<file path="config.mk">
export PLATFORM = sky130hd
export DESIGN_NAME = keyed_slot_table_top
export DESIGN_NICKNAME = d
export VERILOG_FILES = /design/src/rtl/kst_pkg.sv /design/src/rtl/keyed_slot_table_top.sv /design/src/rtl/kst_ram.sv
export VERILOG_INCLUDE_DIRS = /design/src /design/src/rtl
export SDC_FILE = /design/constraint.sdc
export NUM_CORES = 1
export LEC_CHECK = 0
export ABC_AREA = 0
export BUFFER_PORTS_ARGS = -buffer_cell sky130_fd_sc_hd__clkbuf_2
export CAP_MARGIN = 25
export CORE_UTILIZATION = 45
export DETAILED_ROUTE_END_ITERATION = 12
export SLEW_MARGIN = 20
export SYNTH_ARGS = -nofsm -noshare
export SYNTH_HDL_FRONTEND = slang
export SYNTH_SLANG_ARGS = --single-unit
</file>
<file path="constraint.sdc">
create_clock -name clk_i -period 4 [get_ports clk_i]
set_input_delay 1.2 -clock clk_i [delete_from_list [all_inputs] [get_ports clk_i]]
set_output_delay 1.2 -clock clk_i [all_outputs]
set_load 0.02 [all_outputs]
</file>
<file path="src/rtl/assert_macros.svh">
// Assertion macros used by the RTL of the keyed slot table.
// Every property is sampled on the rising edge of clk_i and is held off while rst_ni is low.
`ifndef ASSERT_MACROS_SVH
`define ASSERT_MACROS_SVH

// The consequent must hold in the same cycle as the antecedent.
`define KST_ASSERT_SAME(label, ante, cons, msg) \
  label: assert property (@(posedge clk_i) disable iff (!rst_ni) (ante) |-> (cons)) \
    else $error(msg);

// The consequent must hold in the cycle after the antecedent.
`define KST_ASSERT_NEXT(label, ante, cons, msg) \
  label: assert property (@(posedge clk_i) disable iff (!rst_ni) (ante) |=> (cons)) \
    else $error(msg);

`endif

</file>
<file path="src/rtl/kst_pkg.sv">
package kst_pkg;

  // Request types.
  localparam logic [1:0] REQ_CLAIM      = 2'd0;
  localparam logic [1:0] REQ_CONNECT    = 2'd1;
  localparam logic [1:0] REQ_DISCONNECT = 2'd2;
  localparam logic [1:0] REQ_MOVE       = 2'd3;

  // Status codes of a response.
  localparam logic [2:0] STS_UPDATED  = 3'd0;
  localparam logic [2:0] STS_INSERTED = 3'd1;
  localparam logic [2:0] STS_REMOVED  = 3'd2;
  localparam logic [2:0] STS_MISS     = 3'd3;
  localparam logic [2:0] STS_OWN      = 3'd4;

  localparam int unsigned KeyWidth  = 31;
  localparam int unsigned PosWidth  = 16;
  localparam int unsigned SlotWidth = 5;

  // One request.
  typedef struct packed {
    logic [1:0]                 req_type;
    logic [KeyWidth-1:0]        player_key;
    logic signed [PosWidth-1:0] pos_x;
    logic signed [PosWidth-1:0] pos_y;
  } kst_req_t;

  // One response.
  typedef struct packed {
    logic [2:0]           status;
    logic [SlotWidth-1:0] slot_index;
  } kst_rsp_t;

  // One slot as it is held in the table memory.
  typedef struct packed {
    logic                       valid;
    logic [KeyWidth-1:0]        key;
    logic signed [PosWidth-1:0] pos_x;
    logic signed [PosWidth-1:0] pos_y;
  } kst_entry_t;

endpackage

</file>
<file path="src/rtl/keyed_slot_table_top.sv">
// Keyed slot table: SLOT_COUNT slots, each holding a valid mark, a key and an x,y position,
// kept together in one memory word. After reset the block is busy while it clears every
// slot, one per cycle. A request is taken when start is high and busy is low. The block
// then reads the slots in order through the single memory read port and tests each one
// with a single key comparator, one slot per cycle, stopping at the first slot that decides
// the request. A request keeps busy high while its scan runs, at worst through every slot,
// and its response appears in the cycle busy falls, so a new request can be taken in that
// same cycle. A move naming the block's own key is answered in the cycle after it is taken,
// without a scan. Each response is shown for exactly one cycle with done_o high and cannot
// be held off by the receiver. slot_index carries the low five bits of the slot number.
`include "assert_macros.svh"

module keyed_slot_table_top #(
  parameter int unsigned SLOT_COUNT = 32
) (
  input  logic              clk_i,
  input  logic              rst_ni,
  input  logic              start,
  output logic              busy,
  input  kst_pkg::kst_req_t req_i,
  output logic              done_o,
  output kst_pkg::kst_rsp_t rsp_o
);

  localparam int unsigned AW = $clog2(SLOT_COUNT);
  localparam int unsigned EW = $bits(kst_pkg::kst_entry_t);

  // Sequencer states.
  localparam logic [1:0] ST_CLEAR = 2'd0;
  localparam logic [1:0] ST_IDLE  = 2'd1;
  localparam logic [1:0] ST_SCAN  = 2'd2;

  logic [1:0]                       state_q, state_d;
  logic [AW-1:0]                    idx_q, idx_d;
  kst_pkg::kst_req_t                req_q, req_d;
  logic [kst_pkg::KeyWidth-1:0]     own_key_q, own_key_d;
  logic                             done_q, done_d;
  kst_pkg::kst_rsp_t                rsp_q, rsp_d;

  logic                             ram_we;
  logic                             ram_re;
  logic [AW-1:0]                    ram_raddr;
  kst_pkg::kst_entry_t              ram_wdata;
  logic [EW-1:0]                    ram_rdata;
  kst_pkg::kst_entry_t              rd_entry;

  logic                             key_eq;
  logic                             hit;
  logic                             free_slot;
  logic                             own_move;
  logic                             last_slot;
  logic                             found;
  logic [2:0]                       found_sts;

  // Table memory: one word per slot.
  kst_ram #(
    .WIDTH(EW),
    .DEPTH(SLOT_COUNT)
  ) u_table (
    .clk_i  (clk_i),
    .we_i   (ram_we),
    .waddr_i(idx_q),
    .wdata_i(ram_wdata),
    .re_i   (ram_re),
    .raddr_i(ram_raddr),
    .rdata_o(ram_rdata)
  );

  assign rd_entry = kst_pkg::kst_entry_t'(ram_rdata);

  // One key comparator serves the scan; the own-key test has its own comparator, used only at acceptance.
  assign key_eq    = (rd_entry.key == req_q.player_key);
  assign hit       = rd_entry.valid && key_eq;
  assign free_slot = !rd_entry.valid;
  assign own_move  = (req_i.req_type == kst_pkg::REQ_MOVE) && (req_i.player_key == own_key_q);
  assign last_slot = (idx_q == AW'(SLOT_COUNT - 1));

  // Decision for the slot whose word is on the read data this cycle.
  always_comb begin
    found     = 1'b0;
    found_sts = kst_pkg::STS_MISS;
    ram_wdata = rd_entry;
    case (req_q.req_type)
      kst_pkg::REQ_CLAIM: begin
        if (free_slot) begin
          found           = 1'b1;
          found_sts       = kst_pkg::STS_INSERTED;
          ram_wdata.valid = 1'b1;
          ram_wdata.key   = req_q.player_key;
        end
      end
      kst_pkg::REQ_CONNECT: begin
        if (hit || free_slot) begin
          found     = 1'b1;
          found_sts = hit ? kst_pkg::STS_UPDATED : kst_pkg::STS_INSERTED;
          ram_wdata = '{valid: 1'b1, key: req_q.player_key,
                        pos_x: req_q.pos_x, pos_y: req_q.pos_y};
        end
      end
      kst_pkg::REQ_DISCONNECT: begin
        if (hit) begin
          found           = 1'b1;
          found_sts       = kst_pkg::STS_REMOVED;
          ram_wdata.valid = 1'b0;
        end
      end
      kst_pkg::REQ_MOVE: begin
        if (hit) begin
          found     = 1'b1;
          found_sts = kst_pkg::STS_UPDATED;
          ram_wdata = '{valid: 1'b1, key: req_q.player_key,
                        pos_x: req_q.pos_x, pos_y: req_q.pos_y};
        end
      end
      default: begin
        found = 1'b0;
      end
    endcase
    // The clearing pass writes an all-zero word, which marks the slot free.
    if (state_q == ST_CLEAR) begin
      ram_wdata = '0;
    end
  end

  // Sequencer: clear after reset, then one slot per cycle for each request; own-key moves skip the scan.
  always_comb begin
    state_d   = state_q;
    idx_d     = idx_q;
    req_d     = req_q;
    own_key_d = own_key_q;
    done_d    = 1'b0;
    rsp_d     = rsp_q;
    ram_we    = 1'b0;
    ram_re    = 1'b0;
    ram_raddr = idx_q + AW'(1);
    case (state_q)
      ST_CLEAR: begin
        ram_we = 1'b1;
        if (last_slot) begin
          state_d = ST_IDLE;
          idx_d   = '0;
        end else begin
          idx_d = idx_q + AW'(1);
        end
      end
      ST_IDLE: begin
        if (start) begin
          if (own_move) begin
            done_d = 1'b1;
            rsp_d  = '{status: kst_pkg::STS_OWN, slot_index: '0};
          end else begin
            req_d     = req_i;
            ram_re    = 1'b1;
            ram_raddr = '0;
            idx_d     = '0;
            state_d   = ST_SCAN;
          end
        end
      end
      ST_SCAN: begin
        if (found) begin
          ram_we  = 1'b1;
          done_d  = 1'b1;
          rsp_d   = '{status: found_sts, slot_index: kst_pkg::SlotWidth'(idx_q)};
          state_d = ST_IDLE;
          if (req_q.req_type == kst_pkg::REQ_CLAIM) begin
            own_key_d = req_q.player_key;
          end
        end else if (last_slot) begin
          done_d  = 1'b1;
          rsp_d   = '{status: kst_pkg::STS_MISS, slot_index: '0};
          state_d = ST_IDLE;
        end else begin
          ram_re = 1'b1;
          idx_d  = idx_q + AW'(1);
        end
      end
      default: begin
        state_d = ST_IDLE;
      end
    endcase
  end

  // Control registers.
  always_ff @(posedge clk_i or negedge rst_ni) begin
    if (!rst_ni) begin
      state_q   <= ST_CLEAR;
      idx_q     <= '0;
      own_key_q <= '0;
      done_q    <= 1'b0;
    end else begin
      state_q   <= state_d;
      idx_q     <= idx_d;
      own_key_q <= own_key_d;
      done_q    <= done_d;
    end
  end

  // Payload registers.
  always_ff @(posedge clk_i) begin
    req_q <= req_d;
    rsp_q <= rsp_d;
  end

  assign busy   = (state_q != ST_IDLE);
  assign done_o = done_q;
  assign rsp_o  = rsp_q;

  `KST_ASSERT_SAME(a_miss_slot_zero,
                   done_o && (rsp_o.status == kst_pkg::STS_MISS ||
                              rsp_o.status == kst_pkg::STS_OWN),
                   rsp_o.slot_index == '0, "miss or own-key response with non-zero slot")
  `KST_ASSERT_NEXT(a_scan_starts, start && !busy && !own_move, busy,
                   "accepted request did not start a scan")
  `KST_ASSERT_SAME(a_done_idle, done_o, !busy, "response shown while still busy")

endmodule

</file>
<file path="src/rtl/kst_ram.sv">
// Simple dual-port RAM: one write port and one read port with registered read data.
module kst_ram #(
  parameter int unsigned WIDTH = 64,
  parameter int unsigned DEPTH = 32
) (
  input  logic                     clk_i,
  input  logic                     we_i,
  input  logic [$clog2(DEPTH)-1:0] waddr_i,
  input  logic [WIDTH-1:0]         wdata_i,
  input  logic                     re_i,
  input  logic [$clog2(DEPTH)-1:0] raddr_i,
  output logic [WIDTH-1:0]         rdata_o
);

  logic [WIDTH-1:0] mem_q [DEPTH];
  logic [WIDTH-1:0] rdata_q;

  // Write port.
  always_ff @(posedge clk_i) begin
    if (we_i) begin
      mem_q[waddr_i] <= wdata_i;
    end
  end

  // Read port, data appears in the following cycle.
  always_ff @(posedge clk_i) begin
    if (re_i) begin
      rdata_q <= mem_q[raddr_i];
    end
  end

  assign rdata_o = rdata_q;

endmodule
</file>
==> impl_metrics.csv <==
group,metric,value,unit
timing,hold_viol,0,
worst_setup_path,rr_startpoint,"req_q[40]",
power,p_per_area,798,nW/um^2
final_layout,final_nets,2971,
timing,slew_violations,0,
worst_setup_path,endpoint,"u_table.mem_q[9][38]",
timing,fin_tns_setup,0,ns
cts,cts_tree,"yes",
grt,track_usage,0.236,
yosys,syn-num-nets,2819,
power,p_leak,18.1,nW
final_layout,syn_to_final_growth,16.2,%
placement,placed_area,50300,sq um
routing,dr_total_vias,26500,
grt,antenna_found_initial,0,
worst_setup_path,crit_buf_inv,2,
routing,via_per_inst,6.07,
floorplanning,chipHeight,323,microns
routing,firstDrtPassIters,5,
power,totalPowerFinal,0.0431,W
yosys,ys_warn_count,0,
cts,numCtsBuffers,114,
final_layout,final_area,54000,sq um
routing,drtIter0Drc,2868,
routing,wl_per_cell,28.2,microns
floorplanning,core,102000,sq um
timing,tightest_slew,1.06,ns
worst_setup_path,crit_start,"req_q[40]",
yosys,ys_ff_latch,1136,
cts,clk_latency,0.71,ns
worst_setup_path,cp_max_fo,16,
final_layout,diodes,0,
floorplanning,initial_utilization,0.455,
timing,post-route-period-util,0.916,
floorplanning,pin_count,78,
worst_setup_path,endpoint_kind,"register",
worst_setup_path,max_stage_delay,0.51,ns
yosys,netlist_area,46500,sq um
worst_setup_path,critPathTopFamily,"simple AND/OR/NAND/NOR gates",
cts,clock_path_buffers,3,
worst_setup_path,path_class,"reg2reg",
worst_setup_path,crit_chain,"xor2_1 > nor4_1 > buf_4 > nand4_1 > nor4b_2 > o21a_1 > o21ai_2 > nor2_4 > buf_12",
grt,grt_pass1_wl,179000,microns
placement,gp_congestion,0.842,
cts,clock_sinks,1136,
grt,grt_max_degree,123,
routing,ant_nets,0,
timing,rsz0062_at_grt,"false",
floorplanning,rows,117,
cts,cts_hold_buf,0,
cts,h-tree-depth,3,
worst_setup_path,worst_ep_required_time,4.39,ns
placement,place_hpwl,71600,microns
grt,overflow,0,
worst_setup_path,timing.rr.end,"u_table.mem_q[9][38]",
cts,cts-root-buf,"clkbuf_16",
timing,fmax,273,MHz
final_layout,utilization,0.529,
outcome,status,"complete, no violations",
routing,drc,0,
worst_setup_path,cp_slowest_cell,"nor4_1",
yosys,syn-mean-instance-area,17.0,sq um
timing,whs,0.425,ns
power,ir_drop,0.000874,V
cts,clk_pin_slew_worst_paths,0.07,ns
yosys,synth_edf_count,1097,
flow_run,drv_cap,0,
routing,drt-total-wl,123000,microns
yosys,ys_seq_area_frac,0.729,
worst_setup_path,crit_arrival,4.06,ns
placement,port_buffers,45,
worst_setup_path,startpoint_type,"register",
cts,postCtsSetupRepairBufs,0,
yosys,synth_cell_type_count,57,
yosys,ys_async_sr_fraction,0.0343,
timing,max_slew_margin,0.294,
timing,setup_viol,0,
final_layout,layout-drive-gt1-share,0.222,
cts,cts_resized,0,
floorplanning,die_w,323,microns
timing,min_period,3.67,ns
worst_setup_path,ff2ff_path_depth,9,
grt,first_global_vias,26500,
yosys,synth_ff_type,"edfxtp_1",
hold_path,min_path_type,"in2async",
worst_setup_path,r2r_slack,0.33,ns
worst_setup_path,cp.depth,9,
floorplanning,die_area,105000,sq um
timing,finClkSkew,0.0297,ns
yosys,syn_inst,2742,
[how the worst min path moves through the flow]
| stage | startpoint | slack, ns | end | cells after the start |
|---|---|---|---|---|
| global placement | own_key_q[2] | 0.51 | own_key_q[2] | 1 |
| CTS | rst_ni | 0.40 | idx_q[1] | 1 |
| global route | rst_ni | 0.43 | idx_q[1] | 1 |
| detailed placement | own_key_q[16] | 0.51 | own_key_q[16] | 1 |
| floorplan | own_key_q[30] | 0.50 | own_key_q[30] | 1 |
| finish | rst_ni | 0.43 | idx_q[4] | 1 |
[layout make-up]
cell class                 count  area, sq um
sequential                  1136        33900
multi-input combinational   1408        12200
timing repair buffer         222         2400
clock inverter                70          744
inverter                      12         46.3
fill                        8075        48100
clock buffer                 143         3020
tap                         1368         1710
[stage by stage]
step           setup slack (ns)  std cells
3_5_place_dp              0.121       4145
5_1_grt                   0.130       4359
6_report                  0.334       4359
2_1_floorplan             0.257       2742
3_3_place_gp              0.123       4139
4_1_cts                  0.0638       4358
[flip-flops by register name, summed over array words and instances (netlist names)]
| register | cells |
|---|---|
| u_table.rdata_o | 32 |
| u_table.mem_q | 1024 |
| state_q | 2 |
| req_q | 33 |
| idx_q | 5 |
| own_key_q | 31 |
| done_o | 1 |
| rsp_o | 8 |
[cell usage after synthesis, types with 4 or more instances]
cell type / instances / area, sq um
mux2i_1: 159 / 1590
mux2_2: 25 / 282
nor4_1: 24 / 150
a211oi_1: 62 / 465
nand2_1: 141 / 529
clkbuf_1: 96 / 360
nand4_1: 4 / 25.0
a21oi_1: 133 / 666
nor2_1: 139 / 522
and4_1: 4 / 35.0
nand3_1: 35 / 175
buf_4: 11 / 82.6
mux4_2: 159 / 3580
o221ai_1: 31 / 272
edfxtp_1: 1097 / 32900
mux2_4: 7 / 105
and3_1: 64 / 400
a2bb2oi_1: 62 / 543
o21ai_1: 4 / 20.0
buf_2: 62 / 310
o31ai_1: 5 / 37.5
and2_1: 6 / 37.5
dfrtp_1: 39 / 976
o21ai_0: 136 / 681
xor2_1: 63 / 552
inv_1: 11 / 41.3
a31oi_1: 67 / 419
buf_1: 13 / 48.8
nor2b_1: 32 / 200
ha_1: 9 / 113
[metal layers]
layer,vias to the layer above,share of wire,global-route usage
li1,11300,-,-
met1,13900,0.42,0.338
met2,1165,0.48,0.375
met3,170,0.076,0.0343
met4,0,0.025,0.0718
met5,-,0,0
[logic make-up (layout without fill, tap and decap cells)]
family | after synthesis | count (layout) | share of synthesized area
flops | 1136 | 1136 | 0.729
compound gates | 518 | 518 | 0.0700
simple gates | 465 | 465 | 0.0472
mux | 350 | 350 | 0.120
buf+inv | 198 | 447 | 0.0190
xor+xnor | 66 | 66 | 0.0126
fa+ha+maj | 9 | 9 | 0.00242
[layout by cell type (no fill, tap or decap), types with 40 or more instances in the layout]
master | synthesis | routed
a21oi_1 | 133 | 132
nor2_4 | 0 | 40
nand2_1 | 141 | 140
clkbuf_16 | 0 | 115
mux4_2 | 159 | 159
xor2_1 | 63 | 62
a211oi_1 | 62 | 62
o21ai_0 | 136 | 136
nor2_1 | 139 | 77
mux2i_1 | 159 | 159
buf_12 | 0 | 64
edfxtp_1 | 1097 | 1097
a31oi_1 | 67 | 66
and3_1 | 64 | 64
a2bb2oi_1 | 62 | 62
clkbuf_2 | 1 | 45
buf_4 | 11 | 107
[power by group]
part / internal, W / total, W / switching (W) / leakage, nW
registers: 0.0155 / 0.0162 / 0.000617 / 10.6
clock network: 0.00619 / 0.0107 / 0.00449 / 1.83
logic: 0.00633 / 0.0163 / 0.00993 / 5.71
total: 0.0281 / 0.0431 / 0.0150 / 18.1
No activity file was read; power rests on OpenSTA's default activity.
